File: config.mk
export PLATFORM = sky130hd
export DESIGN_NAME = multi_button_debouncer_top
export DESIGN_NICKNAME = d
export VERILOG_FILES = /design/src/mbd_pkg.sv /design/src/multi_button_debouncer_top.sv
export SDC_FILE = /design/constraint.sdc
export NUM_CORES = 1
export LEC_CHECK = 0
export ABC_AREA = 1
export BUFFER_PORTS_ARGS = -buffer_cell sky130_fd_sc_hd__buf_2
export CAP_MARGIN = 5
export CORE_MARGIN = 3
export CORE_UTILIZATION = 58
export CTS_CLUSTER_SIZE = 25
export DETAILED_ROUTE_END_ITERATION = 10
export PLACE_DENSITY = 0.87
export SYNTH_ARGS = -nofsm -noshare
export SYNTH_HDL_FRONTEND = slang
export SYNTH_SLANG_ARGS = --single-unit
export TNS_END_PERCENT = 5
File: constraint.sdc
create_clock -name clk -period 4.4 [get_ports clk]
set_clock_uncertainty 0.15 [all_clocks]
set_input_delay 0.22 -clock clk [delete_from_list [all_inputs] [get_ports clk]]
set_output_delay 0.22 -clock clk [all_outputs]
set_load 0.03 [all_outputs]
File: src/mbd_pkg.sv
package mbd_pkg;

  // Field widths fixed by the stream format
  localparam int unsigned FIELD_BUTTONS = 8;
  localparam int unsigned BTN_W         = 3;
  localparam int unsigned CNT_W         = 8;
  localparam int unsigned CFG_IDX_W     = 1;
  localparam int unsigned CFG_DATA_W    = 8;
  localparam int unsigned S_DATA_W      = 16;
  localparam int unsigned M_DATA_W      = 16;

  localparam int unsigned NUM_BUTTONS_DEF = 8;

  localparam logic [CNT_W-1:0] DEBOUNCE_RST = 8'd5;

  // Register indices
  localparam logic [CFG_IDX_W-1:0] REG_DEBOUNCE_TICKS  = 1'b0;
  localparam logic [CFG_IDX_W-1:0] REG_IDLE_LEVEL_HIGH = 1'b1;

  // tuser kind codes
  localparam logic FUNC_EDGE = 1'b0;
  localparam logic FUNC_TICK = 1'b1;

  typedef enum logic [2:0] {
    ST_IDLE = 3'b001,
    ST_SCAN = 3'b010,
    ST_EMIT = 3'b100
  } state_t;

endpackage

File: src/multi_button_debouncer_top.sv
// Debouncer for up to eight buttons sharing one block. Each transaction on the
// input stream is either an edge event (tuser 0) for one button or a periodic
// tick (tuser 1). An edge clears the button's tick count and, if the button was
// idle, makes it pending with the sampled level latched as target and as
// current level. On a tick every pending button whose count has reached
// debounce_ticks leaves pending and reports a rise or fall if its live pin
// matches the target; the others count on. One compare/increment unit walks the
// buttons one per cycle. An edge is handled as it is accepted; a tick is
// accepted, then scans N = min(NUM_BUTTONS, 8) buttons, then sends one empty
// result when nothing is reported, or walks the buttons up to and including the
// highest reporting one. Output stalls hold this walk, and no new transaction
// is taken meanwhile. Each tick or edge yields at least one result; reports
// come out in ascending button order with tlast on the final one.
// idle_level_high is write-accepted but ignored; the levels always reset high.
module multi_button_debouncer_top #(
  parameter int unsigned NUM_BUTTONS = mbd_pkg::NUM_BUTTONS_DEF
) (
  input  logic                            clk,
  input  logic                            rst,
  // input stream
  input  logic                            s_tvalid,
  output logic                            s_tready,
  input  logic [mbd_pkg::S_DATA_W-1:0]    s_tdata,  // button_index[2:0], edge_level[3],
                                                    // pin_levels[11:4], zero fill
  input  logic                            s_tuser,  // func
  // result stream
  output logic                            m_tvalid,
  input  logic                            m_tready,
  output logic [mbd_pkg::M_DATA_W-1:0]    m_tdata,  // event_valid[0], event_button[3:1],
                                                    // event_rising[4], current_levels[12:5],
                                                    // zero fill
  output logic                            m_tlast,  // last_result
  // configuration writes
  input  logic                            cfg_valid,
  output logic                            cfg_ready,
  input  logic [mbd_pkg::CFG_IDX_W-1:0]   cfg_index,
  input  logic [mbd_pkg::CFG_DATA_W-1:0]  cfg_data
);

  localparam int unsigned ACTIVE = (NUM_BUTTONS < mbd_pkg::FIELD_BUTTONS) ?
                                   NUM_BUTTONS : mbd_pkg::FIELD_BUTTONS;
  localparam int unsigned IDX_W  = (ACTIVE > 1) ? $clog2(ACTIVE) : 1;
  localparam int unsigned CNT_W  = mbd_pkg::CNT_W;

  mbd_pkg::state_t state;

  logic [CNT_W-1:0]                 debounce_ticks;
  logic [ACTIVE-1:0]                pending_flags;
  logic [ACTIVE-1:0]                target_levels;
  logic [mbd_pkg::FIELD_BUTTONS-1:0] level_bits;
  logic [CNT_W-1:0]                 tick_counts [ACTIVE];
  logic [ACTIVE-1:0]                pins;
  logic [ACTIVE-1:0]                rep_mask;
  logic [IDX_W-1:0]                 idx;

  // input fields
  logic [mbd_pkg::BTN_W-1:0] in_btn;
  logic                      in_lvl;
  logic                      in_accept;
  logic                      out_free;
  logic                      btn_ok;
  logic [IDX_W-1:0]          btn_idx;
  logic                      idx_last;
  logic                      cnt_done;
  logic [ACTIVE-1:0]         rep_rest;

  // result to load into the output register this cycle
  logic                         out_load;
  logic                         out_last;
  logic [mbd_pkg::M_DATA_W-1:0] out_data;

  assign in_btn    = s_tdata[mbd_pkg::BTN_W-1:0];
  assign in_lvl    = s_tdata[mbd_pkg::BTN_W];
  assign out_free  = !m_tvalid || m_tready;
  assign s_tready  = (state == mbd_pkg::ST_IDLE) && out_free;
  assign in_accept = s_tvalid && s_tready;
  assign cfg_ready = 1'b1;

  assign btn_ok   = ({29'd0, in_btn} < ACTIVE);
  assign btn_idx  = in_btn[IDX_W-1:0];
  assign idx_last = (idx == IDX_W'(ACTIVE - 1));

  // shared compare unit
  assign cnt_done = (tick_counts[idx] >= debounce_ticks);
  // reports still to go after the current one
  assign rep_rest = rep_mask & ~(ACTIVE'(1) << idx);

  always_comb begin
    out_load       = 1'b0;
    out_last       = 1'b1;
    out_data       = '0;
    out_data[12:5] = level_bits;
    unique case (state)
      mbd_pkg::ST_IDLE: begin
        if (in_accept && (s_tuser == mbd_pkg::FUNC_EDGE)) begin
          // edge: single empty result, level update visible
          out_load = 1'b1;
          if (btn_ok && !pending_flags[btn_idx]) begin
            out_data[12:5] = (level_bits & ~(8'd1 << in_btn)) |
                             ({7'd0, in_lvl} << in_btn);
          end
        end
      end
      mbd_pkg::ST_SCAN: ;
      mbd_pkg::ST_EMIT: begin
        if (rep_mask == '0) begin
          // tick with no report
          out_load = out_free;
        end else if (rep_mask[idx] && out_free) begin
          out_load     = 1'b1;
          out_last     = (rep_rest == '0);
          out_data[0]  = 1'b1;
          out_data[3:1] = mbd_pkg::BTN_W'(idx);
          out_data[4]  = target_levels[idx];
        end
      end
      default: ;
    endcase
  end

  always_ff @(posedge clk) begin
    if (rst) begin
      state          <= mbd_pkg::ST_IDLE;
      debounce_ticks <= mbd_pkg::DEBOUNCE_RST;
      pending_flags  <= '0;
      target_levels  <= '0;
      level_bits     <= '1;
      rep_mask       <= '0;
      idx            <= '0;
      m_tvalid       <= 1'b0;
      for (int i = 0; i < ACTIVE; i++) begin
        tick_counts[i] <= '0;
      end
    end else begin
      if (out_load) begin
        m_tvalid <= 1'b1;
        m_tdata  <= out_data;
        m_tlast  <= out_last;
      end else if (m_tready) begin
        m_tvalid <= 1'b0;
      end

      if (cfg_valid && cfg_ready) begin
        unique case (cfg_index)
          mbd_pkg::REG_DEBOUNCE_TICKS: debounce_ticks <= cfg_data;
          mbd_pkg::REG_IDLE_LEVEL_HIGH: ;  // write is accepted but ignored
          default: ;
        endcase
      end

      unique case (state)
        mbd_pkg::ST_IDLE: begin
          if (in_accept) begin
            if (s_tuser == mbd_pkg::FUNC_EDGE) begin
              if (btn_ok) begin
                tick_counts[btn_idx] <= '0;
                if (!pending_flags[btn_idx]) begin
                  pending_flags[btn_idx] <= 1'b1;
                  target_levels[btn_idx] <= in_lvl;
                  level_bits[in_btn]     <= in_lvl;
                end
              end
            end else begin
              pins     <= s_tdata[mbd_pkg::BTN_W+1 +: ACTIVE];
              rep_mask <= '0;
              idx      <= '0;
              state    <= mbd_pkg::ST_SCAN;
            end
          end
        end

        mbd_pkg::ST_SCAN: begin
          if (pending_flags[idx]) begin
            if (cnt_done) begin
              pending_flags[idx] <= 1'b0;
              if (pins[idx] == target_levels[idx]) begin
                rep_mask[idx] <= 1'b1;
              end
            end else begin
              tick_counts[idx] <= tick_counts[idx] + CNT_W'(1);
            end
          end
          if (idx_last) begin
            idx   <= '0;
            state <= mbd_pkg::ST_EMIT;
          end else begin
            idx <= idx + IDX_W'(1);
          end
        end

        mbd_pkg::ST_EMIT: begin
          if (rep_mask == '0) begin
            if (out_free) begin
              state <= mbd_pkg::ST_IDLE;
            end
          end else if (!rep_mask[idx]) begin
            idx <= idx + IDX_W'(1);
          end else if (out_free) begin
            rep_mask[idx] <= 1'b0;
            if (rep_rest == '0) begin
              state <= mbd_pkg::ST_IDLE;
            end else begin
              idx <= idx + IDX_W'(1);
            end
          end
        end

        default: state <= mbd_pkg::ST_IDLE;
      endcase
    end
  end

  // Input is only taken with the sequencer at rest
  a_ready_idle: assert property (@(posedge clk) disable iff (rst)
    s_tready |-> (state == mbd_pkg::ST_IDLE))
    else $error("input taken while sequencer busy");

  // A button cannot be both pending and awaiting its report
  a_mask_disjoint: assert property (@(posedge clk) disable iff (rst)
    (pending_flags & rep_mask) == '0)
    else $error("reported button still pending");

  // An empty result is always the only one for its transaction
  a_empty_last: assert property (@(posedge clk) disable iff (rst)
    (m_tvalid && !m_tdata[0]) |-> m_tlast)
    else $error("empty result without tlast");

  // Reports are all gone by the time the sequencer rests
  a_idle_clean: assert property (@(posedge clk) disable iff (rst)
    (state == mbd_pkg::ST_IDLE) |-> (rep_mask == '0))
    else $error("reports left behind");

endmodule

==> results of run 1 <==
==> state kept, by name (all words and copies together) (netlist names), named ones only <==
name / cells
target_levels: 8
pins: 8
level_bits: 8
tick_counts: 64
rep_mask: 8
m_tvalid: 1
pending_flags: 8
state: 3
m_tlast: 1
m_tdata: 13
debounce_ticks: 8
idx: 3
==> metal layers <==
layer / vias up / routed length [um] / GRT usage (%)
met5: - / 0 / 0
met4: 0 / 559 / 12.1
met3: 55 / 1880 / 6.54
met2: 430 / 9040 / 43.9
met1: 3053 / 7260 / 35.3
li1: 3118 / - / -
==> report_power, final <==
part / internal [uW] / switching (uW)
sequential: 1430 / 62.4
clock: 843 / 541
combinational: 277 / 650
==> timing repair <==
item	4_1_cts	5_1_grt
hold buffers	20	0
hold endpoints to repair	17	0
setup buffers	0	0
==> area by class of cell <==
type	instances	area (um^2)
Fill cell	897	3740
Sequential cell	136	3580
Multi-Input combinational cell	657	3140
Timing Repair Buffer	79	538
Clock buffer	19	443
Inverter	73	274
Tap cell	168	210
Clock inverter	13	130
==> per-stage QoR <==
stage | area [um^2] | hold slack, ns | total power (uW)
2_1_floorplan | 7220 | 0.169 | 2160
3_3_place_gp | 7540 | 0.247 | 2360
3_5_place_dp | 7540 | 0.248 | 2380
4_1_cts | 8320 | 0.000312 | 3760
5_1_grt | 8320 | 0.0579 | 3970
6_report | 8320 | 0.0213 | 3800
==> cells by family (layout without fill, tap and decap cells) <==
group	Yosys count	in the layout
DFF	136	136
AOI/OAI and AO/OA	138	138
other	2	4
adders and majority gates	15	15
and+or+nand+nor	500	500
buffers and inverters	112	184
==> cells in the final DEF, fill, tap and decap left out, drive strengths merged, types with 4 or more instances in the layout <==
master       netlist  final
o211ai             4      4
a21oi             40     40
clkinv             1     10
dfxtp             50     50
nor3               5      5
nand3             57     57
o31ai              4      4
nand4             23     23
inv               72     73
o21ai             82     82
ha                15     15
nand2            243    243
dlygate4sd3        0     20
nor2             163    163
edfxtp            86     86
clkbuf            12     19
nand3b             4      4
buf               27     59
conb               2      4
==> tightest hold or removal path: stages <==
cell     delay, ns
buf_2         0.13
nand3_1       0.12
a21oi_1       0.07
==> final timing paths <==
kind	start	end	slack, ns
setup / recovery	flop	tick_counts[3][7]	0.59
hold / removal	s_tuser	state[1]	0.02
setup reg to reg	flop	tick_counts[3][7]	0.59
hold reg to reg	level_bits[6]	level_bits[6]	0.30
==> results.md, run 1 <==
- HPWL after DPL: 12000 um
- Largest net degree at the start of global routing: 32
- Drt pass-1 iters: 7
- Root Buffer: clkbuf_16
- CTS sink count: 136
- Ys flop type: edfxtp_1
- Rel. slew slack: 57.9%
- Dpl ws: 0.646 ns
- Share of cells above drive strength 1: 12.9%
- Number of synthesized flops with an enable pin: 86
- Hold path cells: 3
- PortBufs: 42
- Post-synthesis register bit count: 136
- Initial antenna violation count: 0
- Final nets: 1010
- Worst vdd ir: 0.381 mV
- Final std cells w/o fill: 1145
- Cts bufs inserted: 17
- Final WL: 18700 um
- Later-pin clock latency in the skew report: 0.43 ns
- Crit Path Class: reg -> reg
- Asr flop ratio synth: 0%
- Final period util: 86.6%
- DR iter-0 viols: 919
- Crit path max-delay cell type: dfxtp_1
- Least-Margin Pin Slew: 0.629 ns
- Critical path arrival: 3.75 ns
- Mapped Cells: 903
- Slew Viols, Final: 0
- Fraction of the mapped netlist area in adder cells: 2.60%
- Clk slew on worst S/H paths: 0.06 ns
- Max Buffers Root-to-Sink: 2
- Die area: 13800 um^2
- Share of the yosys chip area belonging to registers: 49.7%
- DR vias: 6656
- Final Hold Fails: 0
- Resized cells post-CTS: 0
- Crit path time final: 3.81 ns
- DR vias/cell: 5.81
- CP peak stage delay: 0.47 ns
- Die X: 117 um
- Worst-path maximum fanout: 13
- Simple-gate share of the synthesized area: 30.6%
- First-pass GRT wire length: 30100 um
- TritonCTS clock tree: built
- WP buf/inv: 3
- Core Area: 12100 um^2
- Reg2Reg Depth: 18
- GRT Overall Usage: 27.3%
- Vias in the first global route: 6164
- HP Class: in -> reg
- RSZ-0062 raised after global routing: false
- CTS H-tree depth: 4
- XOR/XNOR Fraction of Synth Area: 0%
- Global route overflow: 0
- Mux contribution to synthesized area: 0%
- Status: complete, no violations
- DR WL/cell: 16.4 um
- Max-cap violations: 0
- Critical path capture point type: flop
- Ant diodes: 0
- Critical Path Most Common Cell: nand2_1
- Cell leakage power: 0.00349 uW
- P&R area growth vs syn: 15.4%
- Synthesized cell area: 7210 um^2
- Avg Cell Area, Syn: 7.98 um^2
- Worst EP required: 4.34 ns
- Distinct cells, synth: 40
- RD Place Congestion: 0.924
- Total number of yosys warnings: 0
- Top-Level Pins: 51
- Setup TNS: 0 ns
- Finish-stage setup viols: 0
- Worst path top cell family by delay: simple AND/OR/NAND/NOR gates
- Maximum clock frequency: 0.263 GHz
- # rows: 40
- Largest family of logic cells by synthesized area: simple AND/OR/NAND/NOR gates
- Compound-Gate Fraction of Synth Area: 10.2%
- Synth top cells by count: 230 x nand2_1, 152 x nor2_1, 86 x edfxtp_1, 76 x o21ai_0, 68 x inv_1
- Crit path depth: 18
- Starting Density: 59.8%
- Fin util: 69.0%
- Largest area contributor in the netlist: edfxtp_1
- Cell with the most instances after synthesis: nand2_1
- Placed Cells: 1093
- Largest cells by area after synthesis: edfxtp_1 36%, dfxtp_1 14%, nand2_1 12%
- Synth top area share: 35.8%
- Final ANT Viol Nets: 0
- PnR worst setup slack: 0.592 ns
- Critical path cell sequence: buf_4 -> o21ai_0 -> o22ai_1 -> inv_1 -> o21ai_0 -> ha_1 -> nand2_1 -> inv_1 -> nor2_1 -> o21a_1 -> nand2_1 -> nor2_1 -> nand2_1 -> nand2_1 -> nand2_1 -> nor2_4 -> nand2_4 -> nand2_1
- CP Launch Type: flop
- Die H: 117 um
- Pwr/cell area: 457 nW/um^2
- # DRC: 0
No activity file was read; power rests on OpenSTA's default activity.
==> inputs of run 2 (changes only) <==
==> constraint.sdc (replaced) <==
create_clock -name clk -period 4.4 [get_ports clk]
set_clock_uncertainty 0.15 [all_clocks]
set_input_delay 0.88 -clock clk [delete_from_list [all_inputs] [get_ports clk]]
set_output_delay 0.88 -clock clk [all_outputs]
set_load 0.03 [all_outputs]
==> run 2 against run 1 <==
Effect of this change: first-iteration DRC count shrank 3.9%; critical path depth grew 1; sequential cell count is the same.
==> results.md, run 2 (synthesized netlist as in run 1, its figures left out) <==
- Resized cells post-CTS: 0 (unchanged)
- Max-cap violations: 0 (unchanged)
- Finish-stage setup viols: 0 (unchanged)
- TritonCTS clock tree: built
- Top-Level Pins: 51 (unchanged)
- Worst path top cell family by delay: simple AND/OR/NAND/NOR gates
- CTS sink count: 136 (unchanged)
- DR WL/cell: 15.7 um (-3.9%)
- Largest reg by FF count: tick_counts
- GRT Overall Usage: 26.1% (-1.2 points)
- # rows: 40 (unchanged)
- Cts bufs inserted: 17 (unchanged)
- Worst-path maximum fanout: 18 (+5)
- Switching power: 1210 uW (-3.4%)
- Crit path max-delay cell type: inv_1
- Crit Path Class: reg -> reg
- CP Launch Type: flop
- Worst vdd ir: 0.293 mV (-23%)
- HPWL after DPL: 12000 um (-0.37%)
- Maximum clock frequency: 0.246 GHz (-6.2%)
- DR iter-0 viols: 883 (-3.9%)
- Share of cells above drive strength 1: 12.5% (-0.37 points)
- Die X: 117 um (unchanged)
- Status: complete, no violations
- Ant diodes: 0 (unchanged)
- Final std cells w/o fill: 1126 (-1.7%)
- Later-pin clock latency in the skew report: 0.43 ns (about the same)
- Leading cell type in the layout, fill and taps excluded: nand2_1
- Core Area: 12100 um^2 (unchanged)
- Max FFs per register: 64 (unchanged)
- WP buf/inv: 3 (unchanged)
- Rel. slew slack: 59.3% (+1.4 points)
- First-pass GRT wire length: 28900 um (-3.9%)
- Post-CTS Hold Fix Bufs: 0 (-100%)
- Slew Viols, Final: 0 (unchanged)
- Die area: 13800 um^2 (unchanged)
- Final ANT Viol Nets: 0 (unchanged)
- Largest net degree at the start of global routing: 31 (-3.1%)
- Placed Cells: 1094 (+0.091%)
- Cell leakage power: 0.00338 uW (-3.2%)
- DR vias: 6374 (-4.2%)
- Final period util: 92.3% (+5.7 points)
- CTS H-tree depth: 4 (unchanged)
- Vias in the first global route: 5898 (-4.3%)
- Die H: 117 um (unchanged)
- Max Buffers Root-to-Sink: 2 (unchanged)
- RD Place Congestion: 0.924 (about the same)
- HP Class: reg -> reg
- Int Pwr: 2460 uW (-3.4%)
- Clock share of power: 34.8% (-1.6 points)
- Critical path arrival: 3.99 ns (+0.24 ns)
- Setup TNS: 0 ns (unchanged)
- PortBufs: 42 (unchanged)
- Least-Margin Pin Slew: 0.608 ns (-0.0213 ns)
- Critical path capture point type: flop
- Most frequent cells in the layout: 230 x nand2_1, 152 x nor2_1, 86 x edfxtp_1, 76 x o21ai_0, 68 x inv_1
- Final nets: 991 (-1.9%)
- Sequential Power Share: 40.7% (+1.5 points)
- Crit path time final: 4.06 ns (+0.251 ns)
- CP peak stage delay: 0.45 ns (-0.02 ns)
- Root Buffer: clkbuf_16
- RSZ-0062 raised after global routing: false
- Hold_sp: target_levels[3]
- Sw frac: 33.0% (about the same)
- Top flop regs: tick_counts x64, m_tdata x13
- Global route overflow: 0 (unchanged)
- P&R area growth vs syn: 12.0%
- Pwr Total: 3670 uW (-3.4%)
- Post-CTS setup buffer count: 0 (unchanged)
- Final Hold Fails: 0 (unchanged)
- Worst EP required: 4.34 ns (about the same)
- Clk slew on worst S/H paths: 0.06 ns (about the same)
- Critical Path Most Common Cell: nand2_1
- Comb pwr share: 24.5% (about the same)
- Pwr/cell area: 455 nW/um^2 (-0.52%)
- # DRC: 0 (unchanged)
- DR vias/cell: 5.66 (-2.6%)
- Initial antenna violation count: 0 (unchanged)
- Drt pass-1 iters: 6 (-1)
- Final WL: 17700 um (-5.5%)
- Critical path cell sequence: inv_1 -> o21ai_0 -> o22ai_1 -> nand2_1 -> o21ai_0 -> buf_4 -> ha_1 -> nand2_1 -> inv_1 -> nor2_1 -> o21a_1 -> nand2_1 -> nor2_1 -> nand2_1 -> nand2_1 -> nand2_1 -> nor2_4 -> nand2_4 -> nand2_1
- Starting Density: 59.8% (unchanged)
run 2: changes by cell type in the layout (fill, tap and decap cells not counted), moves of 2 or more:
cell and change:
clkbuf_1 +3, clkinv_1 +4, clkinv_2 -3, clkinv_4 -3, clkinvlp_4 +2, dlygate4sd3_1 -20
run 2: metrics by stage:
| stage | setup slack [ns] | hold WS (ns) | util, % | cell area [um^2] |
|---|---|---|---|---|
| floorplan | 1.05 | 0.274 | - | 7220 |
| global placement | 0.644 | 0.282 | 62.6 | 7550 |
| detailed placement | 0.517 | 0.289 | 62.6 | 7550 |
| CTS | 0.470 | 0.297 | 66.9 | 8070 |
| global route | 0.0777 | 0.324 | 66.9 | 8070 |
| finish | 0.341 | 0.294 | 66.9 | 8070 |
run 2: layout make-up:
cell class,count,area [um^2]
clock buffers,21,440
repair buffers,60,345
inverters,73,274
clock inverters,11,82.6
flip-flops and latches,136,3580
multi-input cells,657,3140
well taps,168,210
fillers,947,3990
run 2: worst paths after layout:
path	endpoint	slack [ns]	cells after the start
worst max-delay path	tick_counts[1][6]	0.34	19
worst min-delay path	target_levels[3]	0.29	2
worst max register to register	tick_counts[1][6]	0.34	19
worst min register to register	target_levels[3]	0.29	2
run 2: tightest hold or removal path: cells and delay by family (launching register included):
family          cells  cell delay (ns)
flops               1             0.31
buf+inv             1             0.05
compound gates      1             0.05
run 2: power by group through the flow:
stage / clock, uW / combinational (uW) / sequential [uW]
final: 1280 / 899 / 1490
after floorplan: 0 / 653 / 1500
after CTS: 1290 / 882 / 1490
after detailed placement: 0 / 872 / 1520
after global routing: 1340 / 1020 / 1500
after global placement: 0 / 848 / 1510
run 2: per-layer routing:
layer | vias to the layer above | track usage [%] | routed length (um) | part of all wire, %
li1 | 3079 | - | - | -
met1 | 2869 | 34.3 | 7350 | 42
met2 | 374 | 40.9 | 8160 | 46
met3 | 52 | 6.25 | 1690 | 9.5
met4 | 0 | 12.3 | 516 | 2.9
met5 | - | 0 | 0 | 0
